--- src/hw/rtl/vffns_pkg.sv ---
`timescale 1ns / 1ps

package vffns_pkg;

    // Angles are signed Q3.13 radians
    localparam int PI_Q13       = 25736;
    localparam int HALF_PI_Q13  = 12868;
    localparam int TWO_PI_Q13   = 51472;
    // Reciprocal of the CORDIC gain, Q0.15
    localparam int INV_GAIN_Q15 = 19898;

    typedef enum logic [2:0] {
        REG_ATTRACT_GAIN  = 3'd0,
        REG_REPEL_GAIN    = 3'd1,
        REG_LINEAR_LIMIT  = 3'd2,
        REG_ANGULAR_LIMIT = 3'd3,
        REG_DETECT_LIMIT  = 3'd4,
        REG_RANGE_FLOOR   = 3'd5,
        REG_START_ANGLE   = 3'd6,
        REG_ANGLE_STEP    = 3'd7
    } t_reg_idx;

    typedef struct packed {
        logic start;
        logic vectoring;
    } t_cordic_ctl;

    // Arctangent of 2^-i in Q3.13, rounded; zero from index 14 on
    function automatic logic [12:0] atan_q13(input logic [4:0] idx);
        logic [12:0] v;
        case (idx)
            5'd0:    v = 13'd6434;
            5'd1:    v = 13'd3798;
            5'd2:    v = 13'd2007;
            5'd3:    v = 13'd1019;
            5'd4:    v = 13'd511;
            5'd5:    v = 13'd256;
            5'd6:    v = 13'd128;
            5'd7:    v = 13'd64;
            5'd8:    v = 13'd32;
            5'd9:    v = 13'd16;
            5'd10:   v = 13'd8;
            5'd11:   v = 13'd4;
            5'd12:   v = 13'd2;
            5'd13:   v = 13'd1;
            default: v = 13'd0;
        endcase
        return v;
    endfunction

endpackage

--- src/hw/rtl/vff_nearest_obstacle_steer.sv ---
`timescale 1ns / 1ps

// Nearest-obstacle steering from one laser scan. Range samples come in scan
// order, one word per cycle while the input is ready: for each, the block
// tracks the beam angle and the nearest sample inside [range_floor,
// detect_limit] (earliest wins a tie). The word flagged last_sample closes the
// scan and produces one result word; while it is worked on, the input is not
// ready. Closing a scan runs the restoring divider (skipped when nothing was
// seen or the range is zero), two passes through the shared CORDIC unit
// (only the vectoring pass when no sample was seen), and up to six steps for
// loading, the shared constant multiplier and clipping; the result then
// waits in the output register until taken. Configuration writes take
// effect at once, except start_angle, which is loaded into the beam angle as
// each scan closes.
module vff_nearest_obstacle_steer #(
    parameter int CORDIC_STEPS = 16,
    parameter int FRAC_BITS    = 12
) (
    input  logic               i_clk,
    input  logic               i_rst_n,
    input  logic               i_valid,
    output logic               o_ready,
    input  logic [15:0]        i_range_sample,
    input  logic               i_last_sample,
    output logic               o_valid,
    input  logic               i_ready,
    output logic [15:0]        o_lin_vel,
    output logic signed [15:0] o_ang_vel,
    output logic               o_obstacle_seen,
    input  logic               i_cfg_we,
    input  logic [2:0]         i_cfg_idx,
    input  logic [15:0]        i_cfg_data
);
    localparam int F     = FRAC_BITS;
    localparam int W     = F + 11;       // vector component width
    localparam int ZW    = 18;           // CORDIC angle accumulator
    localparam int QW    = F + 8;        // saturated repulsion size
    localparam int NUM_W = 16 + F;       // divider dividend
    localparam int PW    = W + 15;       // shared multiplier product

    localparam logic signed [W-1:0]   SAT    = $signed({3'b000, {(F+8){1'b1}}});
    localparam logic signed [W+1:0]   SAT_X  = {2'b00, SAT};
    localparam logic [NUM_W-1:0]      SAT_Q  = {8'd0, {(F+8){1'b1}}};
    localparam logic [14:0]           INV    = 15'(vffns_pkg::INV_GAIN_Q15);
    localparam logic signed [16:0]    PI17   = 17'(vffns_pkg::PI_Q13);
    localparam logic signed [16:0]    TWO17  = 17'(vffns_pkg::TWO_PI_Q13);
    localparam logic signed [ZW-1:0]  PI_Z   = ZW'(vffns_pkg::PI_Q13);
    localparam logic signed [ZW-1:0]  HPI_Z  = ZW'(vffns_pkg::HALF_PI_Q13);

    typedef enum logic [3:0] {
        S_SCAN, S_DIV_LD, S_DIV, S_SCALE, S_ROT_LD, S_ROT,
        S_SUM, S_VEC, S_MAG, S_FIN, S_OUT
    } t_state;

    function automatic logic signed [15:0] wrap_angle(input logic signed [16:0] a);
        logic signed [16:0] v;
        v = a;
        if (a > PI17) begin
            v = a - TWO17;
        end else if (a < -PI17) begin
            v = a + TWO17;
        end
        return v[15:0];
    endfunction

    function automatic logic signed [W-1:0] sat_w(input logic signed [W+1:0] v);
        logic signed [W-1:0] r;
        r = v[W-1:0];
        if (v > SAT_X) begin
            r = SAT;
        end else if (v < -SAT_X) begin
            r = -SAT;
        end
        return r;
    endfunction

    // Configuration registers
    logic [15:0]        r_attract_gain, r_repel_gain, r_linear_limit;
    logic [14:0]        r_angular_limit;
    logic [15:0]        r_detect_limit, r_range_floor;
    logic signed [15:0] r_start_angle;
    logic signed [13:0] r_angle_step;

    // Scan state
    logic [15:0]        r_near_range;
    logic signed [15:0] r_near_angle;
    logic signed [15:0] r_beam_angle;
    logic               r_found;

    // Closing sequence
    t_state              r_state;
    logic                r_seen;
    logic [15:0]         r_cr;
    logic signed [15:0]  r_ca;
    logic [QW-1:0]       r_m;
    logic [PW-1:0]       r_prod;
    logic signed [W-1:0] r_rx, r_ry;
    logic [W-1:0]        r_vx;
    logic signed [ZW-1:0] r_vz;
    logic [15:0]         r_lin;
    logic signed [15:0]  r_ang;

    // Per-word tracking
    logic               accept;
    logic               in_win, take;
    logic [15:0]        n_near_range;
    logic signed [15:0] n_near_angle;
    logic               n_found;
    logic signed [15:0] n_beam_angle;

    assign accept = i_valid && o_ready;
    assign in_win = (i_range_sample <= r_detect_limit) && (i_range_sample >= r_range_floor);
    assign take   = in_win && (!r_found || (i_range_sample < r_near_range));

    always_comb begin
        n_near_range = take ? i_range_sample : r_near_range;
        n_near_angle = take ? r_beam_angle : r_near_angle;
        n_found      = r_found || in_win;
        n_beam_angle = wrap_angle({r_beam_angle[15], r_beam_angle}
                                  + {{3{r_angle_step[13]}}, r_angle_step});
    end

    // Shared units
    logic              div_start, div_done;
    logic [NUM_W-1:0]  div_quo;
    vffns_pkg::t_cordic_ctl cor_ctl;
    logic              cor_done;
    logic signed [W-1:0]  cor_x0, cor_y0, cor_xo, cor_yo;
    logic signed [ZW-1:0] cor_z0, cor_zo;

    assign div_start = (r_state == S_DIV_LD) && (r_cr != 16'd0);

    vffns_div #(
        .NUM_W (NUM_W),
        .DEN_W (16)
    ) u_div (
        .i_clk   (i_clk),
        .i_rst_n (i_rst_n),
        .i_start (div_start),
        .i_num   ({r_repel_gain, {F{1'b0}}}),
        .i_den   (r_cr),
        .o_done  (div_done),
        .o_quo   (div_quo)
    );

    // Rotation load: repulsion points away from the beam; fold back half-plane
    logic signed [W-1:0]  mc;
    logic signed [ZW-1:0] a_ext;
    logic signed [W+1:0]  att_x;
    logic [NUM_W-1:0]     att_sh;
    logic signed [W-1:0]  sx;

    assign mc     = $signed(r_prod[PW-1:15]);
    assign a_ext  = {{(ZW-16){r_ca[15]}}, r_ca};
    assign att_sh = {r_attract_gain, {F{1'b0}}} >> 12;
    assign att_x  = $signed({9'd0, att_sh[F+3:0]});
    assign sx     = sat_w(att_x + {{2{r_rx[W-1]}}, r_rx});

    always_comb begin
        cor_ctl.start     = (r_state == S_ROT_LD) || (r_state == S_SUM);
        cor_ctl.vectoring = (r_state == S_SUM);
        cor_x0 = -mc;
        cor_y0 = '0;
        cor_z0 = a_ext;
        if (r_state == S_SUM) begin
            cor_x0 = sx;
            cor_y0 = r_ry;
            cor_z0 = '0;
            if (sx < 0) begin
                cor_z0 = (r_ry >= 0) ? PI_Z : -PI_Z;
                cor_x0 = -sx;
                cor_y0 = -r_ry;
            end
        end else if (a_ext > HPI_Z) begin
            cor_z0 = a_ext - PI_Z;
            cor_x0 = mc;
        end else if (a_ext < -HPI_Z) begin
            cor_z0 = a_ext + PI_Z;
            cor_x0 = mc;
        end
    end

    vffns_cordic #(
        .STEPS (CORDIC_STEPS),
        .W     (W),
        .ZW    (ZW)
    ) u_cordic (
        .i_clk   (i_clk),
        .i_rst_n (i_rst_n),
        .i_ctl   (cor_ctl),
        .i_x     (cor_x0),
        .i_y     (cor_y0),
        .i_z     (cor_z0),
        .o_done  (cor_done),
        .o_x     (cor_xo),
        .o_y     (cor_yo),
        .o_z     (cor_zo)
    );

    // Shared constant multiplier: gain removal for repulsion and magnitude
    logic [W-1:0]    mul_a;
    logic [PW-1:0]   n_prod;
    logic [W-1:0]    mag;
    logic [W+11:0]   lin_w;
    logic signed [ZW-1:0] lim_z;

    assign mul_a  = (r_state == S_SCALE) ? W'(r_m) : r_vx;
    assign n_prod = PW'(mul_a) * PW'(INV);
    assign mag    = r_prod[PW-1:15];
    assign lin_w  = {mag, 12'd0} >> F;
    assign lim_z  = $signed({{(ZW-15){1'b0}}, r_angular_limit});

    assign o_ready         = (r_state == S_SCAN);
    assign o_valid         = (r_state == S_OUT);
    assign o_lin_vel       = r_lin;
    assign o_ang_vel       = r_ang;
    assign o_obstacle_seen = r_seen;

    // Configuration writes
    always_ff @(posedge i_clk) begin
        if (!i_rst_n) begin
            r_attract_gain  <= 16'd4096;
            r_repel_gain    <= 16'd1434;
            r_linear_limit  <= 16'd463;
            r_angular_limit <= 15'd2294;
            r_detect_limit  <= 16'd1905;
            r_range_floor   <= 16'd0;
            r_start_angle   <= 16'sh9B78;
            r_angle_step    <= 14'sd143;
        end else if (i_cfg_we) begin
            unique case (vffns_pkg::t_reg_idx'(i_cfg_idx))
                vffns_pkg::REG_ATTRACT_GAIN:  r_attract_gain  <= i_cfg_data;
                vffns_pkg::REG_REPEL_GAIN:    r_repel_gain    <= i_cfg_data;
                vffns_pkg::REG_LINEAR_LIMIT:  r_linear_limit  <= i_cfg_data;
                vffns_pkg::REG_ANGULAR_LIMIT: r_angular_limit <= i_cfg_data[14:0];
                vffns_pkg::REG_DETECT_LIMIT:  r_detect_limit  <= i_cfg_data;
                vffns_pkg::REG_RANGE_FLOOR:   r_range_floor   <= i_cfg_data;
                vffns_pkg::REG_START_ANGLE:   r_start_angle   <= i_cfg_data;
                vffns_pkg::REG_ANGLE_STEP:    r_angle_step    <= i_cfg_data[13:0];
                default: ;
            endcase
        end
    end

    // Sequencer, scan tracking and output register
    always_ff @(posedge i_clk) begin
        if (!i_rst_n) begin
            r_state      <= S_SCAN;
            r_near_range <= 16'hFFFF;
            r_near_angle <= '0;
            r_found      <= 1'b0;
            r_beam_angle <= wrap_angle(17'sh1_9B78);
        end else begin
            unique case (r_state)
                S_SCAN: begin
                    if (accept) begin
                        if (i_last_sample) begin
                            // Latch the closing figures and restart the scan
                            r_cr         <= n_near_range;
                            r_ca         <= n_near_angle;
                            r_seen       <= n_found;
                            r_rx         <= '0;
                            r_ry         <= '0;
                            r_near_angle <= n_near_angle;
                            r_near_range <= 16'hFFFF;
                            r_found      <= 1'b0;
                            r_beam_angle <= wrap_angle({r_start_angle[15], r_start_angle});
                            r_state      <= n_found ? S_DIV_LD : S_SUM;
                        end else begin
                            r_near_range <= n_near_range;
                            r_near_angle <= n_near_angle;
                            r_found      <= n_found;
                            r_beam_angle <= n_beam_angle;
                        end
                    end
                end
                S_DIV_LD: begin
                    // Zero range saturates the repulsion outright
                    if (r_cr == 16'd0) begin
                        r_m     <= '1;
                        r_state <= S_SCALE;
                    end else begin
                        r_state <= S_DIV;
                    end
                end
                S_DIV: begin
                    if (div_done) begin
                        r_m     <= (div_quo > SAT_Q) ? {QW{1'b1}} : div_quo[QW-1:0];
                        r_state <= S_SCALE;
                    end
                end
                S_SCALE: begin
                    r_prod  <= n_prod;
                    r_state <= S_ROT_LD;
                end
                S_ROT_LD: r_state <= S_ROT;
                S_ROT: begin
                    if (cor_done) begin
                        r_rx    <= sat_w({{2{cor_xo[W-1]}}, cor_xo});
                        r_ry    <= sat_w({{2{cor_yo[W-1]}}, cor_yo});
                        r_state <= S_SUM;
                    end
                end
                S_SUM: r_state <= S_VEC;
                S_VEC: begin
                    if (cor_done) begin
                        r_vx    <= cor_xo;
                        r_vz    <= cor_zo;
                        r_state <= S_MAG;
                    end
                end
                S_MAG: begin
                    r_prod  <= n_prod;
                    r_state <= S_FIN;
                end
                S_FIN: begin
                    r_lin <= (lin_w > (W+12)'(r_linear_limit)) ? r_linear_limit
                                                               : lin_w[15:0];
                    if (r_vz > lim_z) begin
                        r_ang <= lim_z[15:0];
                    end else if (r_vz < -lim_z) begin
                        r_ang <= 16'(-lim_z);
                    end else begin
                        r_ang <= r_vz[15:0];
                    end
                    r_state <= S_OUT;
                end
                S_OUT: begin
                    if (i_ready) begin
                        r_state <= S_SCAN;
                    end
                end
                default: r_state <= S_SCAN;
            endcase
        end
    end

    // Never take a word and offer a result in the same cycle
    a_no_overlap: assert property (@(posedge i_clk) disable iff (!i_rst_n)
        !(o_ready && o_valid))
        else $error("input ready while result offered");

    // Divider finishes only while the sequencer waits for it
    a_div_owner: assert property (@(posedge i_clk) disable iff (!i_rst_n)
        div_done |-> (r_state == S_DIV))
        else $error("divider done outside its wait state");

    // Result stays within the configured limits
    a_ang_clip: assert property (@(posedge i_clk) disable iff (!i_rst_n)
        o_valid |-> ((o_ang_vel <= $signed({1'b0, r_angular_limit}))
                  && (o_ang_vel >= -$signed({1'b0, r_angular_limit}))))
        else $error("angular output beyond limit");

    a_lin_clip: assert property (@(posedge i_clk) disable iff (!i_rst_n)
        o_valid |-> (o_lin_vel <= r_linear_limit))
        else $error("linear output beyond limit");

endmodule

--- src/hw/rtl/vffns_div.sv ---
`timescale 1ns / 1ps

// Restoring divider, one quotient bit per cycle
module vffns_div #(
    parameter int NUM_W = 28,
    parameter int DEN_W = 16
) (
    input  logic             i_clk,
    input  logic             i_rst_n,
    input  logic             i_start,
    input  logic [NUM_W-1:0] i_num,
    input  logic [DEN_W-1:0] i_den,
    output logic             o_done,
    output logic [NUM_W-1:0] o_quo
);
    localparam int CW = $clog2(NUM_W + 1);

    logic [DEN_W-1:0] r_rem;
    logic [DEN_W-1:0] r_den;
    logic [NUM_W-1:0] r_quo;
    logic [CW-1:0]    r_cnt;
    logic             r_busy;

    logic [DEN_W:0]   shifted;
    logic             ge;
    logic [DEN_W:0]   diff;

    assign shifted = {r_rem, r_quo[NUM_W-1]};
    assign ge      = shifted >= {1'b0, r_den};
    assign diff    = shifted - {1'b0, r_den};
    assign o_done  = r_busy && (r_cnt == CW'(NUM_W));
    assign o_quo   = r_quo;

    always_ff @(posedge i_clk) begin
        if (!i_rst_n) begin
            r_busy <= 1'b0;
            r_cnt  <= '0;
        end else if (i_start) begin
            r_busy <= 1'b1;
            r_cnt  <= '0;
            r_rem  <= '0;
            r_quo  <= i_num;
            r_den  <= i_den;
        end else if (o_done) begin
            r_busy <= 1'b0;
        end else if (r_busy) begin
            r_cnt <= r_cnt + CW'(1);
            r_rem <= ge ? diff[DEN_W-1:0] : shifted[DEN_W-1:0];
            r_quo <= {r_quo[NUM_W-2:0], ge};
        end
    end

endmodule

--- src/hw/rtl/vffns_cordic.sv ---
`timescale 1ns / 1ps

// One CORDIC micro-rotation per cycle, rotation or vectoring mode
module vffns_cordic #(
    parameter int STEPS = 16,
    parameter int W     = 23,
    parameter int ZW    = 18
) (
    input  logic                     i_clk,
    input  logic                     i_rst_n,
    input  vffns_pkg::t_cordic_ctl   i_ctl,
    input  logic signed [W-1:0]      i_x,
    input  logic signed [W-1:0]      i_y,
    input  logic signed [ZW-1:0]     i_z,
    output logic                     o_done,
    output logic signed [W-1:0]      o_x,
    output logic signed [W-1:0]      o_y,
    output logic signed [ZW-1:0]     o_z
);
    localparam int CW = $clog2(STEPS + 1);
    localparam int IW = (STEPS > 1) ? $clog2(STEPS) : 1;

    logic signed [W-1:0]  r_x, r_y;
    logic signed [ZW-1:0] r_z;
    logic [CW-1:0]        r_cnt;
    logic                 r_busy;
    logic                 r_vec;

    logic signed [W-1:0]  dx, dy;
    logic signed [ZW-1:0] at;
    logic                 up, hold;

    assign dx   = r_y >>> r_cnt[IW-1:0];
    assign dy   = r_x >>> r_cnt[IW-1:0];
    assign at   = $signed({{(ZW-13){1'b0}}, vffns_pkg::atan_q13(5'(r_cnt))});
    assign up   = r_vec ? (r_y < 0) : (r_z >= 0);
    assign hold = r_vec && (r_y == 0);

    assign o_done = r_busy && (r_cnt == CW'(STEPS));
    assign o_x    = r_x;
    assign o_y    = r_y;
    assign o_z    = r_z;

    always_ff @(posedge i_clk) begin
        if (!i_rst_n) begin
            r_busy <= 1'b0;
            r_cnt  <= '0;
        end else if (i_ctl.start) begin
            r_busy <= 1'b1;
            r_cnt  <= '0;
            r_vec  <= i_ctl.vectoring;
            r_x    <= i_x;
            r_y    <= i_y;
            r_z    <= i_z;
        end else if (o_done) begin
            r_busy <= 1'b0;
        end else if (r_busy) begin
            r_cnt <= r_cnt + CW'(1);
            if (!hold) begin
                if (up) begin
                    r_x <= r_x - dx;
                    r_y <= r_y + dy;
                    r_z <= r_z - at;
                end else begin
                    r_x <= r_x + dx;
                    r_y <= r_y - dy;
                    r_z <= r_z + at;
                end
            end
        end
    end

endmodule
--- config.mk ---
export PLATFORM = sky130hd
export DESIGN_NAME = vff_nearest_obstacle_steer
export DESIGN_NICKNAME = d
export VERILOG_FILES = /design/src/hw/rtl/vffns_pkg.sv /design/src/hw/rtl/vff_nearest_obstacle_steer.sv /design/src/hw/rtl/vffns_div.sv /design/src/hw/rtl/vffns_cordic.sv
export SDC_FILE = /design/constraint.sdc
export NUM_CORES = 2
export LEC_CHECK = 0
export BUFFER_PORTS_ARGS = -buffer_cell sky130_fd_sc_hd__buf_2
export CORE_ASPECT_RATIO = 0.6
export CORE_MARGIN = 2
export CORE_UTILIZATION = 53
export DETAILED_ROUTE_END_ITERATION = 8
export PLACE_DENSITY = 0.69
export SYNTH_ARGS = -nofsm -noshare
export SYNTH_HDL_FRONTEND = slang
export SYNTH_HIERARCHICAL = 1
export SYNTH_SLANG_ARGS = --single-unit
--- constraint.sdc ---
create_clock -name i_clk -period 15.39 [get_ports i_clk]
set_input_delay 2.3085 -clock i_clk [delete_from_list [all_inputs] [get_ports i_clk]]
set_output_delay 2.3085 -clock i_clk [all_outputs]
set_load 0.005 [all_outputs]
==> run_results.csv <==
group,metric,value,unit
synthesis,ys_dominant_reg_cell,"sky130_fd_sc_hd__edfxtp_1",
cts,clock_tree_from_tritoncts,"built",
cts,h-tree-depth,2,
synthesis,synth.yosys.warnings,6,
critical_path,critical_path.endpoint_type,"flip-flop",
cts,clock_tree.buffer_depth,3,
sta,setup_tns,0,ns
route,drt_drc_violations_left,0,
global_route,number_of_global_route_vias_before_repair,32589,
synthesis,async_flop_share,0,%
critical_path,timing.critical_path.buf_inv,6,
critical_path,worst_path_max_delay_cell,"sky130_fd_sc_hd__mux2i_1",
finish,final_core_util,57.6,%
synthesis,area_share_of_xor_xnor_cells_in_the_synthesized_design,5.95,%
finish,final_cell_count_no_fill,5769,
cts,clkSinkCount,523,
sta,max_slew_violations,0,
route,firstDrtPassIters,9,
finish,final_layout_size_suffix_gt1_share,9.91,%
power,leakagePower,18.8,nW
synthesis,synth_enable_flop_cells,320,
cts,cts_setup_buffers,0,
finish,sequential_cell_area,13700,µm²
synthesis,synth_mux_area_share,7.37,%
critical_path,path_depth,27,
critical_path,cp.required,15.74,ns
synthesis,largest_family_of_logic_cells_by_synthesized_area,"adder cells",
die,die_area,83300,µm²
finish,final.fill_count,6965,
synthesis,synth-adder-area-share,16.8,%
finish,layout-area-overhead-vs-synth,7.20,%
route,via_count,35346,
route,drt.antenna.violating_nets,0,
synthesis,synthesis.area,42900,µm²
die,dieHeight,224,µm
synthesis,distinct_cell_type_count_of_the_synthesized_netlist,122,
synthesis,syn-instance-count,4693,
critical_path,rr_endpoint,"r_prod[37]",
job,max_cap_viol_count,0,
global_route,grt_overflow_total,0,
sta,fin_hold_ws,0.445,ns
sta,setup_viol_count_final,0,
finish,multiInputGateArea,26900,µm²
route,drtIter0Drc,4358,
sta,fmax_achieved,0.120,GHz
cts,cts.hold.buffers_added,0,
die,die_width,371,µm
critical_path,cpLargestDelayFamily,"adder cells",
finish,num-nets-final,5205,
finish,antenna_cells_inserted,0,
worst_hold_path,hold_path_class,"reg2reg",
worst_hold_path,whs_path_depth,0,
place,numPlacedInstances,5671,
sta,finalHoldViolCount,0,
route,detail_route.wl_per_cell,21.8,µm
cts,cts_root_buffer,"sky130_fd_sc_hd__clkbuf_16",
sta,slew-limit-headroom,15.0,%
global_route,grt_max_degree,137,
die,core_area,79800,µm²
status,result_of_the_run,"complete, no violations",
critical_path,worstPathArrival,8.66,ns
global_route,grt_use_total,30.0,%
sta,post-route-period-util,54.0,%
die,initial_standard_cell_utilization_of_the_core,53.7,%
synthesis,ys_seq_elements,523,
cts,clk_latency,0.66,ns
sta,shortest_clock_period_the_worst_path_allows_after_layout,8.31,ns
global_route,grt_antenna_before_repair,0,
critical_path,critical-path-max-stage-delay,0.73,ns
sta,finalClockSkew,0.0653,ns
route,detailed_route_vias_per_instance,6.13,
place,detailed_place_hpwl,95000,µm
power,pwr_density_cell,240,nW/µm²
cts,tritoncts.num_buffers,52,
place,port_buffers,75,
critical_path,worstPathMaxFanout,36,
sta,grt_setup_unrepaired,"false",
cts,clkTransAtPathRegs,0.06,ns
worst_hold_path,min_from,"r_cr[5]",
sta,worst-slew-pin-transition,1.26,ns
cts,postCtsResizedCells,0,
route,route.final.wire_length,126000,µm
synthesis,syn_area_cell,9.14,µm²
synthesis,synth-compound-area-share,16.8,%
critical_path,r2r_slack,7.08,ns
critical_path,logic_depth_of_the_worst_register_to_register_path,27,
critical_path,worstReg2RegStart,"r_state[1]",
critical_path,timing_worst_setup_path_type,"reg2reg",
die,placementRows,80,
place,gp_congestion,0.976,
synthesis,synth.yosys.seq_area_share,31.9,%
global_route,first_pass_grt_wire_length,195000,µm
critical_path,path_common_cell,"sky130_fd_sc_hd__inv_1",
power,vdd_drop_max,0.258,mV
critical_path,start_kind,"flip-flop",
die,boundaryPins,76,
synthesis,synth_area_in_simple_gates,15.4,%
worst_hold_path,worst_min_delay_path_endpoint,"u_div/r_den[5]",
sequential cells by signal, summed over array words and instances (netlist names), 18 cells and up, named ones only:
signal / count
r_m: 20
r_prod: 23
r_rx: 23
r_ry: 23
r_vx: 23
r_vz: 18
u_cordic/o_x: 23
u_cordic/o_y: 23
u_cordic/o_z: 18
u_div/o_quo: 28
per-stage QoR:
| stage | total power, mW | instance area (µm²) | setup WS [ns] |
|---|---|---|---|
| after global placement | 9.27 | 44100 | 7.20 |
| final | 11.0 | 46000 | 7.08 |
| after detailed placement | 9.37 | 44100 | 7.17 |
| after global routing | 11.9 | 46000 | 6.56 |
| after floorplan | 7.58 | 42900 | 7.92 |
| after CTS | 10.8 | 46000 | 7.13 |
worst reg2reg max path: stages (launching register included):
cell and delay (ns):
sky130_fd_sc_hd__dfxtp_1 0.59, sky130_fd_sc_hd__nor4bb_4 0.35, sky130_fd_sc_hd__buf_4 0.48, sky130_fd_sc_hd__mux2i_1 0.77
sky130_fd_sc_hd__inv_1 0.30, sky130_fd_sc_hd__xnor2_1 0.48, sky130_fd_sc_hd__xnor2_1 0.18, sky130_fd_sc_hd__ha_1 0.17
sky130_fd_sc_hd__inv_1 0.05, sky130_fd_sc_hd__fa_1 0.51, sky130_fd_sc_hd__inv_1 0.07, sky130_fd_sc_hd__fa_1 0.47
sky130_fd_sc_hd__fa_1 0.55, sky130_fd_sc_hd__inv_1 0.06, sky130_fd_sc_hd__fa_1 0.50, sky130_fd_sc_hd__inv_1 0.04
sky130_fd_sc_hd__ha_1 0.33, sky130_fd_sc_hd__a21oi_1 0.08, sky130_fd_sc_hd__nor2b_1 0.11, sky130_fd_sc_hd__o21ai_0 0.12
sky130_fd_sc_hd__o311ai_0 0.13, sky130_fd_sc_hd__a21oi_1 0.15, sky130_fd_sc_hd__o31ai_1 0.56, sky130_fd_sc_hd__nand3_1 0.20
sky130_fd_sc_hd__a311oi_1 0.38, sky130_fd_sc_hd__a21o_1 0.21, sky130_fd_sc_hd__a21oi_1 0.08, sky130_fd_sc_hd__xor2_1 0.14
metal layers:
metal  up-vias  wire, µm  global-route usage [%]
li1      16659         -                       -
met1     16867     60900                    47.8
met2      1680     47000                    38.5
met3       140     16000                    10.4
met4         0      1980                    5.11
met5         -         0                       0
worst max-delay path by stage:
stage	slack, ns	endpoint	startpoint
6_report	7.08	r_prod[37]	r_state[1]
5_1_grt	6.56	r_prod[37]	r_state[1]
4_1_cts	7.13	r_prod[37]	r_state[1]
3_5_place_dp	7.17	r_prod[37]	r_state[1]
3_3_place_gp	7.20	r_prod[37]	r_state[1]
2_1_floorplan	7.92	r_prod[37]	r_state[3]
cells by family (layout without fill, tap and decap cells):
kind of cell	after synthesis	after routing
AOI/OAI and AO/OA	1110	1110
xor gates and xnor gates	289	289
adders and majority gates	507	507
buffers and inverters	615	614
and+or+nand+nor	1400	1400
muxes	248	248
other	1	12
DFF	523	523
where the power goes:
| group | switching (mW) | leakage, nW | total, mW | internal (mW) |
|---|---|---|---|---|
| sequential | 0.388 | 4.51 | 2.42 | 2.03 |
| clock | 0.604 | 0.916 | 1.40 | 0.800 |
| combinational | 4.23 | 13.4 | 7.19 | 2.95 |
| total | 5.22 | 18.8 | 11.0 | 5.78 |
synthesized netlist by cell type (all sizes together) (14+ instances only):
library cell / count / area [µm²]
a31oi: 29 / 181
a211oi: 34 / 270
xnor2: 162 / 1440
clkbuf: 166 / 671
a221oi: 14 / 129
o22ai: 22 / 150
nand3: 84 / 420
a22oi: 19 / 143
and3: 27 / 170
nand4: 37 / 231
ha: 388 / 4850
mux4: 42 / 953
nand2b: 92 / 576
inv: 399 / 1500
a21oi: 330 / 1650
edfxtp: 320 / 9610
mux2: 117 / 1320
nor2: 300 / 1130
o21a: 54 / 413
xor2: 127 / 1110
and2: 41 / 256
nor2b: 50 / 320
fa: 117 / 2340
or3: 33 / 206
nor3: 70 / 350
mux2i: 89 / 891
buf: 50 / 304
or2: 44 / 275
o211ai: 53 / 403
nor4: 35 / 225
o2bb2ai: 16 / 140
o31ai: 43 / 328
a21o: 73 / 557
dfxtp: 203 / 4060
o21ai: 263 / 1320
nand2: 538 / 2020
final cells by class:
type                    count  area share [%]
multi-input cells        3566            58.4
flip-flops and latches    523            29.8
clock buffers              71            3.30
inverters                 399            3.26
well taps                1066            2.90
repair buffers            117            1.54
clock inverters            27           0.803
layout by cell type (no fill, tap or decap), drive strengths merged, types with 12 or more instances in the layout:
cell type  synthesis  final
conb               1     12
xor2             127    127
a21o              73     73
o41ai             13     13
a22oi             19     19
nand2            538    538
o21ai            263    263
a21boi            12     12
nor2b             50     50
nor4              35     35
nor2             300    300
nand2b            92     92
clkbuf           166     71
and3              27     27
or3               33     33
buf               50    117
a31oi             29     29
nor3              70     70
mux2             117    117
and2              41     41
a211oi            34     34
nand3             84     84
xnor2            162    162
clkinv             0     16
edfxtp           320    320
dfxtp            203    203
ha               388    388
nand4             37     37
o211ai            53     53
o21a              54     54
o2bb2ai           16     16
fa               117    117
or2               44     44
o22ai             22     22
mux2i             89     89
mux4              42     42
a21oi            330    330
inv              399    401
o31ai             43     43
a221oi            14     14
Note: power is estimated with default switching activity, not from simulation.
